===== src/hdl/nsv_pkg.sv =====
package nsv_pkg;

  localparam logic [7:0] CH_DOLLAR = 8'h24;
  localparam logic [7:0] CH_COMMA  = 8'h2C;
  localparam logic [7:0] CH_STAR   = 8'h2A;
  localparam logic [7:0] CH_CR     = 8'h0D;
  localparam logic [7:0] CH_LF     = 8'h0A;
  localparam logic [7:0] CH_PLUS   = 8'h2B;
  localparam logic [7:0] CH_MINUS  = 8'h2D;
  localparam logic [7:0] CH_SPACE  = 8'h20;
  localparam logic [7:0] CH_UPPER_A = 8'h41;
  localparam logic [7:0] CH_UPPER_Z = 8'h5A;

  localparam logic [7:0] MIN_LEN      = 8'd9;
  localparam logic [7:0] LEN_SAT      = 8'd255;
  localparam logic [7:0] HDR_LAST_POS = 8'd6;
  localparam logic [7:0] MAX_LEN_RST  = 8'd82;

  localparam int HIST_DEPTH = 4;

  // sentence queue between front and back
  localparam int QDEPTH = 2;
  localparam int QAW    = $clog2(QDEPTH);
  localparam int QCW    = $clog2(QDEPTH + 1);

  typedef enum logic [0:0] {
    REG_CSUM_ENABLE = 1'b0,
    REG_MAX_LENGTH  = 1'b1
  } cfg_reg_t;

  // per-sentence summary handed from front to back
  typedef struct packed {
    logic [7:0] len;
    logic       header_ok;
    logic       crlf_ok;
    logic       present;
    logic [7:0] xor_sum;
    logic [7:0] hex_hi;
    logic [7:0] hex_lo;
  } sentence_t;

  // bit 4 flags a hex digit, bits 3:0 its value
  function automatic logic [4:0] hex_value(input logic [7:0] c);
    logic [4:0] r;
    r = 5'd0;
    if (c inside {[8'h30:8'h39]}) begin
      r = {1'b1, c[3:0]};
    end else if (c inside {[8'h41:8'h46], [8'h61:8'h66]}) begin
      r = {1'b1, c[3:0] + 4'd9};
    end
    return r;
  endfunction

  function automatic logic is_blank(input logic [7:0] c);
    return (c == CH_SPACE) || (c inside {[8'h09:8'h0D]});
  endfunction

  // strtol-style read of two characters, low byte kept
  function automatic logic [7:0] read_hex2(input logic [7:0] c0, input logic [7:0] c1);
    logic [4:0] h0;
    logic [4:0] h1;
    logic [7:0] r;
    h0 = hex_value(c0);
    h1 = hex_value(c1);
    r  = 8'd0;
    if (h0[4]) begin
      r = h1[4] ? {h0[3:0], h1[3:0]} : {4'd0, h0[3:0]};
    end else if (is_blank(c0) || c0 == CH_PLUS) begin
      r = h1[4] ? {4'd0, h1[3:0]} : 8'd0;
    end else if (c0 == CH_MINUS) begin
      r = h1[4] ? (8'd0 - {4'd0, h1[3:0]}) : 8'd0;
    end
    return r;
  endfunction

endpackage


===== src/hdl/nmea_sentence_validator.sv =====
// channel   direction  handshake            payload
// input     in         push / full          char_byte, end_of_sentence
// result    out        empty / pop          sentence_valid, checksum_present, computed_checksum
// config    in         cfg_we (no wait)     cfg_index, cfg_data
//
// One byte is taken per cycle while full is low; a sentence's verdict passes a queue slot
// and then the output register. The front scanner keeps the per-sentence state,
// a two-entry sentence queue feeds the verdict stage, whose output register waits for pop.
// full rises only when both queue slots hold sentences the output side has not taken.
// Reset (rst, synchronous) clears the sentence state and restores the register defaults.
module nmea_sentence_validator (
  input  logic       clk,
  input  logic       rst,
  input  logic       push,
  output logic       full,
  input  logic [7:0] char_byte,
  input  logic       end_of_sentence,
  output logic       empty,
  input  logic       pop,
  output logic       sentence_valid,
  output logic       checksum_present,
  output logic [7:0] computed_checksum,
  input  logic       cfg_we,
  input  logic [0:0] cfg_index,
  input  logic [7:0] cfg_data
);
  import nsv_pkg::*;

  sentence_t wr_rec;
  sentence_t rd_rec;
  logic      q_push;
  logic      q_pop;
  logic      q_full;
  logic      q_empty;

  nsv_front u_front (
    .clk             (clk),
    .rst             (rst),
    .push            (push),
    .char_byte       (char_byte),
    .end_of_sentence (end_of_sentence),
    .q_full          (q_full),
    .full            (full),
    .q_push          (q_push),
    .q_data          (wr_rec)
  );

  nsv_queue u_queue (
    .clk     (clk),
    .rst     (rst),
    .wr_en   (q_push),
    .wr_data (wr_rec),
    .rd_en   (q_pop),
    .rd_data (rd_rec),
    .q_full  (q_full),
    .q_empty (q_empty)
  );

  nsv_back u_back (
    .clk               (clk),
    .rst               (rst),
    .cfg_we            (cfg_we),
    .cfg_index         (cfg_index),
    .cfg_data          (cfg_data),
    .q_empty           (q_empty),
    .q_data            (rd_rec),
    .q_pop             (q_pop),
    .pop               (pop),
    .empty             (empty),
    .sentence_valid    (sentence_valid),
    .checksum_present  (checksum_present),
    .computed_checksum (computed_checksum)
  );

endmodule


===== src/hdl/nsv_front.sv =====
module nsv_front (
  input  logic                clk,
  input  logic                rst,
  input  logic                push,
  input  logic [7:0]          char_byte,
  input  logic                end_of_sentence,
  input  logic                q_full,
  output logic                full,
  output logic                q_push,
  output nsv_pkg::sentence_t  q_data
);
  import nsv_pkg::*;

  logic [7:0] byte_position, byte_position_next;
  logic [7:0] running_xor, running_xor_next;
  logic       xor_stopped, xor_stopped_next;
  logic       header_ok, header_ok_next;
  logic [7:0] recent_bytes [HIST_DEPTH];
  logic       accept;

  assign full   = q_full;
  assign accept = push && !q_full;
  assign q_push = accept && end_of_sentence;

  always_comb begin
    header_ok_next = header_ok;
    if (byte_position == 8'd0) begin
      if (char_byte != CH_DOLLAR) header_ok_next = 1'b0;
    end else if (byte_position < HDR_LAST_POS) begin
      if (!(char_byte inside {[CH_UPPER_A:CH_UPPER_Z]})) header_ok_next = 1'b0;
    end else if (byte_position == HDR_LAST_POS) begin
      if (char_byte != CH_COMMA) header_ok_next = 1'b0;
    end

    running_xor_next = running_xor;
    xor_stopped_next = xor_stopped;
    if (byte_position != 8'd0 && !xor_stopped) begin
      if (char_byte == CH_STAR || char_byte == CH_CR || char_byte == 8'd0) begin
        xor_stopped_next = 1'b1;
      end else begin
        running_xor_next = running_xor ^ char_byte;
      end
    end

    byte_position_next = (byte_position == LEN_SAT) ? byte_position : byte_position + 8'd1;
  end

  always_comb begin
    q_data.len       = byte_position_next;
    q_data.header_ok = header_ok_next;
    q_data.crlf_ok   = (char_byte == CH_LF) && (recent_bytes[0] == CH_CR);
    q_data.present   = recent_bytes[3] == CH_STAR;
    q_data.xor_sum   = running_xor_next;
    q_data.hex_hi    = recent_bytes[2];
    q_data.hex_lo    = recent_bytes[1];
  end

  always_ff @(posedge clk) begin
    if (rst) begin
      byte_position <= '0;
      running_xor   <= '0;
      xor_stopped   <= 1'b0;
      header_ok     <= 1'b1;
      for (int i = 0; i < HIST_DEPTH; i++) recent_bytes[i] <= '0;
    end else if (accept) begin
      if (end_of_sentence) begin
        byte_position <= '0;
        running_xor   <= '0;
        xor_stopped   <= 1'b0;
        header_ok     <= 1'b1;
        for (int i = 0; i < HIST_DEPTH; i++) recent_bytes[i] <= '0;
      end else begin
        byte_position <= byte_position_next;
        running_xor   <= running_xor_next;
        xor_stopped   <= xor_stopped_next;
        header_ok     <= header_ok_next;
        recent_bytes[0] <= char_byte;
        for (int i = 1; i < HIST_DEPTH; i++) recent_bytes[i] <= recent_bytes[i-1];
      end
    end
  end

endmodule


===== src/hdl/nsv_queue.sv =====
module nsv_queue (
  input  logic                clk,
  input  logic                rst,
  input  logic                wr_en,
  input  nsv_pkg::sentence_t  wr_data,
  input  logic                rd_en,
  output nsv_pkg::sentence_t  rd_data,
  output logic                q_full,
  output logic                q_empty
);
  import nsv_pkg::*;

  sentence_t        slots [QDEPTH];
  logic [QAW-1:0]   wr_ptr;
  logic [QAW-1:0]   rd_ptr;
  logic [QCW-1:0]   count;

  assign q_full  = count == QCW'(QDEPTH);
  assign q_empty = count == '0;
  assign rd_data = slots[rd_ptr];

  always_ff @(posedge clk) begin
    if (wr_en) slots[wr_ptr] <= wr_data;
  end

  always_ff @(posedge clk) begin
    if (rst) begin
      wr_ptr <= '0;
      rd_ptr <= '0;
      count  <= '0;
    end else begin
      if (wr_en) wr_ptr <= (wr_ptr == QAW'(QDEPTH - 1)) ? '0 : wr_ptr + 1'b1;
      if (rd_en) rd_ptr <= (rd_ptr == QAW'(QDEPTH - 1)) ? '0 : rd_ptr + 1'b1;
      if (wr_en && !rd_en) begin
        count <= count + 1'b1;
      end else if (rd_en && !wr_en) begin
        count <= count - 1'b1;
      end
    end
  end

endmodule


===== src/hdl/nsv_back.sv =====
module nsv_back (
  input  logic                clk,
  input  logic                rst,
  input  logic                cfg_we,
  input  logic [0:0]          cfg_index,
  input  logic [7:0]          cfg_data,
  input  logic                q_empty,
  input  nsv_pkg::sentence_t  q_data,
  output logic                q_pop,
  input  logic                pop,
  output logic                empty,
  output logic                sentence_valid,
  output logic                checksum_present,
  output logic [7:0]          computed_checksum
);
  import nsv_pkg::*;

  logic       csum_enable;
  logic [7:0] max_length;
  logic       out_valid;
  logic       verdict;
  logic [7:0] given_sum;

  assign empty = !out_valid;
  assign q_pop = !q_empty && (!out_valid || pop);

  always_comb begin
    given_sum = read_hex2(q_data.hex_hi, q_data.hex_lo);
    verdict   = q_data.header_ok && q_data.crlf_ok;
    if (q_data.len < MIN_LEN || q_data.len == LEN_SAT || q_data.len > max_length) begin
      verdict = 1'b0;
    end
    if (csum_enable && q_data.present && given_sum != q_data.xor_sum) begin
      verdict = 1'b0;
    end
  end

  always_ff @(posedge clk) begin
    if (rst) begin
      csum_enable <= 1'b1;
      max_length  <= MAX_LEN_RST;
    end else if (cfg_we) begin
      case (cfg_reg_t'(cfg_index))
        REG_CSUM_ENABLE: csum_enable <= cfg_data[0];
        REG_MAX_LENGTH:  max_length  <= cfg_data;
        default: ;
      endcase
    end
  end

  always_ff @(posedge clk) begin
    if (rst) begin
      out_valid <= 1'b0;
    end else if (q_pop) begin
      out_valid <= 1'b1;
    end else if (pop) begin
      out_valid <= 1'b0;
    end
  end

  always_ff @(posedge clk) begin
    if (q_pop) begin
      sentence_valid    <= verdict;
      checksum_present  <= q_data.present;
      computed_checksum <= q_data.xor_sum;
    end
  end

endmodule


===== config.mk =====
export PLATFORM = sky130hd
export DESIGN_NAME = nmea_sentence_validator
export DESIGN_NICKNAME = d
export VERILOG_FILES = /design/src/hdl/nsv_pkg.sv /design/src/hdl/nmea_sentence_validator.sv /design/src/hdl/nsv_front.sv /design/src/hdl/nsv_queue.sv /design/src/hdl/nsv_back.sv
export SDC_FILE = /design/constraint.sdc
export NUM_CORES = 1
export LEC_CHECK = 0
export CORE_UTILIZATION = 57
export DETAILED_ROUTE_END_ITERATION = 12
export DONT_BUFFER_PORTS = 1
export PLACE_DENSITY_LB_ADDON = 0.15
export SLEW_MARGIN = 25
export SYNTH_ARGS = -nofsm -noshare
export SYNTH_HDL_FRONTEND = slang
export SYNTH_SLANG_ARGS = --single-unit

===== constraint.sdc =====
create_clock -name clk -period 4.23 [get_ports clk]
set_input_delay 0.6345 -clock clk [delete_from_list [all_inputs] [get_ports clk]]
set_output_delay 0.6345 -clock clk [all_outputs]
set_load 0.02 [all_outputs]

==> results of run 1 <==
-- power by group through the flow --
stage	combinational (mW)	sequential (mW)	clock, mW
after global placement	0.758	1.92	0
after detailed placement	0.782	1.93	0
after floorplan	0.642	1.87	0
after global routing	0.876	1.92	1.46
final	0.793	1.89	1.39
after CTS	0.790	1.90	1.41
-- critical path: cells and delay by family (launching register included) --
kind,cells,cell delay [ns]
AO/OA/AOI/OAI,4,0.95
buffers and inverters,2,0.20
AND/OR/NAND/NOR,7,1.40
adder cells (fa/ha/maj),2,0.53
flip-flops,1,0.69
-- final cells by class --
cell class	instances	share of cell area, %
Sequential cell	145	51.71
Tap cell	143	2.345
Clock inverter	13	1.443
Multi-Input combinational cell	409	36.36
Timing Repair Buffer	6	0.5905
Inverter	38	1.870
Clock buffer	19	5.675
-- logic make-up (layout without fill, tap and decap cells) --
logic type | count (synthesis) | after routing | share of synthesized area [%]
and+or+nand+nor | 227 | 227 | 17.77
DFF | 145 | 145 | 56.86
AOI/OAI and AO/OA | 115 | 115 | 11.85
buffers and inverters | 56 | 76 | 3.283
muxes | 30 | 30 | 4.474
adders and majority gates | 20 | 20 | 3.608
xor gates and xnor gates | 17 | 17 | 2.147
-- through the flow --
stage / instance area, um2 / power [mW]
final: 7629 / 4.073
after global routing: 7629 / 4.250
after CTS: 7629 / 4.093
after detailed placement: 7086 / 2.708
after global placement: 7086 / 2.677
after floorplan: 6935 / 2.512
-- how the worst min path moves through the flow --
stage                                    start                    to  slack [ns]  cells past startpoint
after global routing                       rst  u_back.max_length[2]        0.27                      1
after global placement       u_front.header_ok     u_front.header_ok        0.44                      1
after CTS                                  rst  u_back.max_length[3]        0.26                      1
final                                      rst  u_back.max_length[3]        0.28                      1
after detailed placement  u_back.max_length[7]  u_back.max_length[7]        0.45                      2
after floorplan              u_front.header_ok     u_front.header_ok        0.43                      1
-- cells in the mapped netlist, types with 3 or more instances --
cell / n
a22oi_1: 8
a31oi_1: 4
a21oi_1: 30
mux2i_1: 22
and3_1: 16
nor2_1: 40
nor2b_1: 9
nand3_1: 11
inv_1: 38
mux2_2: 8
o32a_1: 4
edfxtp_1: 104
nor4b_1: 5
and2_1: 27
dfxtp_1: 41
o2111ai_1: 3
o21ai_0: 18
o21a_1: 3
nor3_1: 13
clkbuf_1: 11
nor4_1: 7
a22o_1: 7
nand4_1: 7
xnor2_1: 15
nand3b_1: 8
buf_1: 3
a21oi_2: 3
or3_1: 5
nand2_1: 56
a211oi_1: 7
nand2b_1: 7
ha_1: 20
-- metal layers --
layer	global-route usage [%]	routed length, um
met3	5.400	622
met5	0	0
met2	39.30	6782
met4	10.22	330
met1	31.45	6588
-- sequential cells by signal, indices dropped and copies added (netlist names), named ones only --
signal / count
u_front.byte_position: 8
u_queue.rd_ptr: 1
u_back.computed_checksum: 8
u_back.csum_enable: 1
u_queue.slots: 70
u_front.recent_bytes: 32
u_queue.count: 2
u_queue.wr_ptr: 1
u_front.header_ok: 1
u_back.checksum_present: 1
u_back.out_valid: 1
u_back.max_length: 8
u_front.xor_stopped: 1
u_back.sentence_valid: 1
u_front.running_xor: 8
==> flow_summary_export.csv, run 1 <==
group,metric,value,unit
place,gp_congestion,0.8759,
synthesis,syn_area_per_cell,11.37,um2
setup_path,cp_max_fo,23,
sta,setup_viol,0,
setup_path,cp_slowest_stage_delay,0.69,ns
setup_path,rr_endpoint,"u_back.sentence_valid",
place,dp_cells,741,
final_layout,diodes,0,
synthesis,ys_warn_count,0,
setup_path,path_cells,"nand2_1 -> and2_1 -> inv_1 -> ha_1 -> nor2b_1 -> and4_1 -> nor3_1 -> a32oi_1 -> ha_1 -> inv_1 -> o211a_1 -> a2111oi_2 -> and4bb_1 -> nand4_1 -> a31oi_1",
power_and_ir_drop,power-per-cell-area,534.0,nW/um2
detailed_routing,drtIter0Drc,444,
setup_path,setup.worst_path.class,"reg2reg",
power_and_ir_drop,p_switching,1.236,mW
clock_network,hold_buffers,0,
die,die_w,112.3,um
clock_network,cts_setup_buffers,0,
synthesis,syn-num-nets,653,
clock_network,clk_pin_slew,0.06,ns
detailed_routing,dr.pass1.iters,11,
power_and_ir_drop,leakagePower,2.821,nW
final_layout,fin_cells,773,
synthesis,synth_edf_count,104,
synthesis,synth.cell_area,6935,um2
clock_network,cts_max_path_buffers,2,
clock_network,clk_latency,0.42,ns
power_and_ir_drop,p_seq_share,46.5,%
setup_path,start_kind,"flip-flop",
die,start_util,59.72,%
sta,drv_slew,0,
grt,grt_pass1_vias,4529,
synthesis,synthTopCellsByArea,"edfxtp_1 45%, dfxtp_1 12%, ha_1 3.6%",
sta,tightest_slew,0.8502,ns
setup_path,cp.required,4.49,ns
job,cap_violations,0,
synthesis,synth_cell_types,70,
sta,whs,0.2826,ns
synthesis,ys_ff_latch,145,
worst_hold_path,hold_path.class,"in2reg",
final_layout,drive_above_1_share,9.524,%
place,dp_hpwl,10310,um
setup_path,endpoint_kind,"flip-flop",
setup_path,crit_arrival,4.18,ns
sta,setup-tns-final,0,ns
sta,grt_setup_unrepaired,"false",
outcome,status,"finished with violations",
synthesis,synth_cells,610,
setup_path,critPathSlowestCell,"dfxtp_2",
final_layout,nFillCells,888,
grt,grt_max_degree,38,
sta,fin_crit_sh,92.69,%
sta,skew,0.01123,ns
final_layout,final-seq-area,3945,um2
place,portBuffers,0,
synthesis,yosysTopAreaCell,"edfxtp_1",
power_and_ir_drop,p_clk_share,34.0,%
clock_network,post_cts_resized,0,
detailed_routing,finalWirelength,14320,um
setup_path,reg2regPathDepth,15,
die,die-area,12610,um2
clock_network,cts_sinks,145,
synthesis,synth_async_sr_flop_share,0,%
sta,fin_ws,0.3092,ns
detailed_routing,vias,4665,
synthesis,synth_flop_cell,"edfxtp_1",
sta,hold_viol,0,
final_layout,utilization,65.69,%
outcome,violations,"design-rule violations",
clock_network,cts_tree,"done",
final_layout,nNetsFinal,660,
clock_network,htreeDepth,4,
grt,track_usage,24.18,%
grt,grt_overflow,0,
grt,antenna_found_initial,0,
die,core.rowCount,39,
grt,grt_pass1_wl,22890,um
sta,fmax,0.2551,GHz
die,core,11610,um2
power_and_ir_drop,max-vdd-ir-drop,343.6,uV
power_and_ir_drop,combPwrFrac,19.5,%
setup_path,r2r_setup_slack,0.31,ns
power_and_ir_drop,switching_share,30.33,%
detailed_routing,drc_errors,2,
detailed_routing,route.antenna.remaining_nets,0,
die,io_pins,35,
place,pre_cts_slack,0.3606,ns
synthesis,synth.top_cell.area_share,45.03,%
final_layout,multi_input_area,2774,um2
die,die_h,112.3,um
final_layout,final_cell_mix,"104 x edfxtp_1, 56 x nand2_1, 40 x nor2_1, 40 x dfxtp_1, 38 x inv_1",
clock_network,numCtsBuffers,17,
synthesis,ys_seq_area_share,56.86,%
setup_path,cp-endpoint,"u_back.sentence_valid",
sta,layout_min_cycle_time,3.921,ns
detailed_routing,wl_per_cell,18.53,um
sta,relSlewSlack,43.18,%
final_layout,synthToLayoutAreaGrowth,9.995,%
clock_network,root_buffer,"clkbuf_16",
detailed_routing,via_per_inst,6.035,
final_layout,layout_commonest_cell,"edfxtp_1",
power_and_ir_drop,p_int,2.838,mW
(Power assumes the default switching activity.)
==> run 2: changes to the inputs <==
--- a/config.mk
+++ b/config.mk
@@ -5,10 +5,13 @@
 export SDC_FILE = /design/constraint.sdc
 export NUM_CORES = 1
 export LEC_CHECK = 0
-export CORE_UTILIZATION = 57
+export CAP_MARGIN = 20
+export CELL_PAD_IN_SITES_DETAIL_PLACEMENT = 2
+export CELL_PAD_IN_SITES_GLOBAL_PLACEMENT = 2
+export CORE_UTILIZATION = 39
 export DETAILED_ROUTE_END_ITERATION = 12
 export DONT_BUFFER_PORTS = 1
-export PLACE_DENSITY_LB_ADDON = 0.15
+export PLACE_DENSITY = 0.73
 export SLEW_MARGIN = 25
 export SYNTH_ARGS = -nofsm -noshare
 export SYNTH_HDL_FRONTEND = slang
==> flow_summary_export.csv, run 2 (same netlist as run 1, synthesis figures left out) <==
group,metric,value,unit
final_layout,largest_reg_flops,70,
setup_path,reg2regPathDepth,11,
setup_path,crit_arrival,3.89,ns
grt,grt_pass1_wl,30080,um
place,gp_congestion,0.8521,
clock_network,root_buffer,"clkbuf_16",
grt,grt_pass1_vias,5326,
die,die_h,135.4,um
sta,tightest_slew,0.9058,ns
place,portBuffers,0,
die,io_pins,35,
final_layout,nFillCells,1760,
power_and_ir_drop,switching_share,31.65,%
final_layout,diodes,0,
worst_hold_path,whs_endpoint,"u_queue.count[1]",
grt,antenna_found_initial,0,
die,start_util,39.96,%
sta,relSlewSlack,39.47,%
sta,fmax,0.2760,GHz
grt,track_usage,22.37,%
sta,hold_viol,0,
job,cap_violations,0,
detailed_routing,wl_per_cell,21.98,um
worst_hold_path,hold_depth,1,
clock_network,clk_latency,0.43,ns
die,core.rowCount,48,
detailed_routing,vias,4766,
sta,grt_setup_unrepaired,"false",
power_and_ir_drop,p_clk_share,35.5,%
power_and_ir_drop,p_switching,1.353,mW
sta,whs,0.2788,ns
sta,fin_crit_sh,85.65,%
sta,skew,0.01433,ns
sta,setup-tns-final,0,ns
clock_network,cts_sinks,145,
setup_path,endpoint_kind,"flip-flop",
power_and_ir_drop,leakagePower,2.852,nW
final_layout,nNetsFinal,662,
detailed_routing,drc_errors,0,
power_and_ir_drop,max-vdd-ir-drop,311.0,uV
final_layout,layout_commonest_cell,"edfxtp_1",
final_layout,drive_above_1_share,10.44,%
setup_path,cp_max_fo,12,
final_layout,final_cell_mix,"104 x edfxtp_1, 56 x nand2_1, 40 x nor2_1, 40 x dfxtp_1, 38 x inv_1",
grt,grt_max_degree,38,
power_and_ir_drop,combPwrFrac,20.2,%
detailed_routing,via_per_inst,5.561,
final_layout,utilization,44.94,%
detailed_routing,drtIter0Drc,203,
setup_path,setup.worst_path.class,"reg2reg",
power_and_ir_drop,power-per-cell-area,548.0,nW/um2
power_and_ir_drop,p_seq_share,44.3,%
outcome,status,"finished, final reports clean",
detailed_routing,finalWirelength,18840,um
final_layout,synthToLayoutAreaGrowth,12.47,%
die,die_w,135.4,um
clock_network,cts_setup_buffers,0,
clock_network,cts_tree,"done",
clock_network,cts_max_path_buffers,2,
sta,setup_viol,0,
clock_network,hold_buffers,0,
grt,grt_overflow,0,
setup_path,start_kind,"flip-flop",
clock_network,post_cts_resized,0,
power_and_ir_drop,p_int,2.921,mW
die,core,17360,um2
clock_network,htreeDepth,4,
worst_hold_path,hold_path.class,"in2reg",
final_layout,max_flop_register,"u_queue.slots",
sta,drv_slew,0,
setup_path,cp.required,4.50,ns
die,die-area,18320,um2
place,dp_hpwl,13740,um
clock_network,clk_pin_slew,0.06,ns
worst_hold_path,worstHoldStart,"rst",
detailed_routing,route.antenna.remaining_nets,0,
final_layout,reg_top3,"u_queue.slots (70), u_front.recent_bytes (32)",
clock_network,numCtsBuffers,17,
detailed_routing,dr.pass1.iters,4,
sta,layout_min_cycle_time,3.623,ns
setup_path,rr_endpoint,"u_back.sentence_valid",
setup_path,r2r_setup_slack,0.61,ns
[run 2: cell count changes in the layout (fill, tap and decap cells not counted), sizes merged]
| cell | delta |
|---|---|
| buf | +2 |
| clkinv | -2 |
| clkbuf | +1 |
| clkinvlp | +1 |
[run 2: power by group through the flow]
stage	clock network [mW]	registers [mW]	logic, mW
2_1_floorplan	0	1.87	0.642
3_3_place_gp	0	1.91	0.806
3_5_place_dp	0	1.93	0.863
4_1_cts	1.54	1.90	0.877
5_1_grt	1.60	1.92	0.956
6_report	1.52	1.90	0.861
[run 2: per-stage QoR]
step | std cells | setup slack [ns] | power, mW | area, um2
3_5_place_dp | 825 | 0.6545 | 2.791 | 7203
6_report | 857 | 0.6069 | 4.274 | 7800
3_3_place_gp | 825 | 0.7588 | 2.714 | 7203
5_1_grt | 857 | 0.2436 | 4.472 | 7800
4_1_cts | 857 | 0.6305 | 4.320 | 7800
2_1_floorplan | 610 | 0.2228 | 2.512 | 6935
[run 2: area by class of cell]
class                      instances  area (um2)  share of cell area (%)
timing repair buffer               8       60.06                  0.7700
multi-input combinational        409        2774                   35.56
inverter                          38       142.6                   1.829
clock inverter                    12       118.9                   1.524
tap                              225       281.5                   3.609
clock buffer                      20       478.0                   6.128
sequential                       145        3945                   50.58
[run 2: worst max-delay path, stage by stage (launching register included)]
cell       delay, ns
dfxtp_2         0.49
mux2i_1         0.61
ha_1            0.28
inv_1           0.07
nor3_1          0.36
o32ai_1         0.18
a211oi_2        0.43
o22ai_1         0.20
a2111oi_2       0.36
and4bb_1        0.22
nand4_1         0.09
a31oi_1         0.18
[run 2: how the worst max path moves through the flow]
stage / slack (ns) / from / cells past startpoint / endpoint
floorplan: 0.22 / push / 4 / u_queue.slots[0][0]
global placement: 0.76 / flip-flop / 12 / u_back.sentence_valid
detailed placement: 0.65 / flip-flop / 11 / u_back.sentence_valid
CTS: 0.63 / flip-flop / 11 / u_back.sentence_valid
global route: 0.24 / flip-flop / 11 / u_back.sentence_valid
finish: 0.61 / flip-flop / 11 / u_back.sentence_valid
[run 2: metal layers]
metal	up-vias	wire (um)	part of all wire [%]	global-route usage [%]
met5	-	0	0	0
met4	0	367	1.9	8.552
met3	23	486	2.6	4.452
met2	68	9803	52	39.77
met1	2404	8179	43	26.48
li1	2271	-	-	-
==> run 3: changes to the inputs <==
--- a/config.mk
+++ b/config.mk
@@ -8,6 +8,7 @@
 export CAP_MARGIN = 20
 export CELL_PAD_IN_SITES_DETAIL_PLACEMENT = 2
 export CELL_PAD_IN_SITES_GLOBAL_PLACEMENT = 2
+export CORE_MARGIN = 8
 export CORE_UTILIZATION = 39
 export DETAILED_ROUTE_END_ITERATION = 12
 export DONT_BUFFER_PORTS = 1
==> flow_summary_export.csv, run 3 (same netlist as run 1, synthesis figures left out) <==
group,metric,value,unit
outcome,status,"finished, final reports clean",
die,die_w,149.4,um
setup_path,cp.required,4.49,ns
die,die-area,22310,um2
final_layout,largest_reg_flops,70,
place,gp_congestion,0.8862,
setup_path,cp_max_fo,20,
power_and_ir_drop,max-vdd-ir-drop,250.2,uV
sta,skew,0.009417,ns
final_layout,synthToLayoutAreaGrowth,13.19,%
sta,setup-tns-final,0,ns
die,die_h,149.4,um
sta,fmax,0.2612,GHz
final_layout,utilization,45.23,%
place,place_area,7196,um2
die,core,17360,um2
sta,drv_slew,0,
sta,fin_ws,0.4010,ns
sta,whs,0.2832,ns
job,cap_violations,0,
place,portBuffers,0,
setup_path,path_cells,"mux2i_1 -> ha_1 -> inv_1 -> nor3_1 -> o32ai_1 -> a211oi_2 -> o22ai_1 -> a2111oi_2 -> and4bb_1 -> nand4_1 -> a31oi_1",
sta,fin_crit_sh,90.52,%
clock_network,root_buffer,"clkbuf_16",
place,pre_cts_slack,0.2965,ns
die,core.rowCount,48,
detailed_routing,dr.pass1.iters,4,
detailed_routing,drtIter0Drc,208,
detailed_routing,via_per_inst,5.667,
setup_path,setup.worst_path.class,"reg2reg",
setup_path,cp_slowest_stage_delay,0.65,ns
clock_network,cts_tree,"done",
place,dp_hpwl,13810,um
die,io_pins,35,
clock_network,htreeDepth,4,
final_layout,final_cell_area,7850,um2
final_layout,layout_commonest_cell,"edfxtp_1",
grt,antenna_found_initial,0,
grt,grt_overflow,0,
power_and_ir_drop,power-per-cell-area,567.5,nW/um2
final_layout,drive_above_1_share,10.30,%
final_layout,reg_top3,"u_queue.slots (70), u_front.recent_bytes (32)",
sta,setup_viol,0,
final_layout,max_flop_register,"u_queue.slots",
clock_network,clk_latency,0.42,ns
detailed_routing,wl_per_cell,22.87,um
clock_network,clk_pin_slew,0.06,ns
grt,grt_pass1_vias,5556,
setup_path,critPathSlowestCell,"mux2i_1",
clock_network,cts_setup_buffers,0,
clock_network,post_cts_resized,0,
sta,relSlewSlack,34.70,%
detailed_routing,drc_errors,0,
detailed_routing,finalWirelength,19570,um
final_layout,nNetsFinal,661,
sta,grt_setup_unrepaired,"false",
detailed_routing,route.antenna.remaining_nets,0,
setup_path,endpoint_kind,"flip-flop",
setup_path,start_kind,"flip-flop",
sta,layout_min_cycle_time,3.829,ns
clock_network,numCtsBuffers,17,
final_layout,diodes,0,
clock_network,cts_sinks,145,
grt,grt_pass1_wl,31480,um
final_layout,final_cell_mix,"104 x edfxtp_1, 56 x nand2_1, 40 x nor2_1, 40 x dfxtp_1, 38 x inv_1",
worst_hold_path,hold_path.class,"in2reg",
grt,grt_max_degree,38,
detailed_routing,vias,4851,
setup_path,path_buf_inv,1,
grt,track_usage,18.62,%
setup_path,worst_path_dominant_cell_family,"compound AO/OA/AOI/OAI gates",
die,start_util,39.96,%
clock_network,cts_max_path_buffers,2,
power_and_ir_drop,leakagePower,2.883,nW
sta,tightest_slew,0.9772,ns
clock_network,hold_buffers,0,
setup_path,crit_arrival,4.09,ns
sta,hold_viol,0,
run 3: cell types whose count changed in the layout (fill, tap and decap cells not counted), sizes merged:
cell and delta:
clkinv -3, clkbuf -2, inv +5, buf -1
clkinvlp -3, bufinv +3
run 3: cell type report:
cell class | instances | area, um2
fillers | 1766 | 9507
flip-flops and latches | 145 | 3948
multi-input cells | 409 | 2774
clock buffers | 18 | 439.2
well taps | 225 | 281.5
clock inverters | 14 | 212.7
inverters | 38 | 142.6
repair buffers | 7 | 52.55
run 3: routing by layer:
metal  wire length, um  up-vias  global-route usage, %  part of all wire, %
met4               383        0                  6.865                  2.0
met1              8400     2474                  21.46                   43
met3               652       26                  4.551                  3.3
li1                  -     2277                      -                    -
met5                 0        -                      0                    0
met2             10140       74                  32.77                   52
run 3: worst reg2reg max path: stages (launching register included):
cell and delay [ns]:
dfxtp_4 0.53, mux2i_1 0.65, ha_1 0.30, inv_1 0.08, nor3_1 0.34, o32ai_1 0.19
a211oi_2 0.47, o22ai_1 0.21, a2111oi_2 0.38, and4bb_1 0.24, nand4_1 0.10, a31oi_1 0.18
run 3: per-stage QoR:
step / std cells / total power [mW]
3_3_place_gp: 824 / 2.716
3_5_place_dp: 824 / 2.787
6_report: 856 / 4.455
5_1_grt: 856 / 4.660
4_1_cts: 856 / 4.502
2_1_floorplan: 610 / 2.512
run 3: power breakdown:
group,internal [mW],switching (mW),total (mW)
Sequential,1.74,0.176,1.91
Combinational,0.302,0.555,0.857
Clock,1.03,0.659,1.69
run 3: final timing paths:
path / from / end / slack [ns] / cells past startpoint
setup / recovery: flip-flop / u_back.sentence_valid / 0.40 / 11
hold / removal: rst / u_queue.rd_ptr / 0.28 / 1
setup reg to reg: flip-flop / u_back.sentence_valid / 0.40 / 11
hold reg to reg: u_back.max_length[5] / u_back.max_length[5] / 0.46 / 2
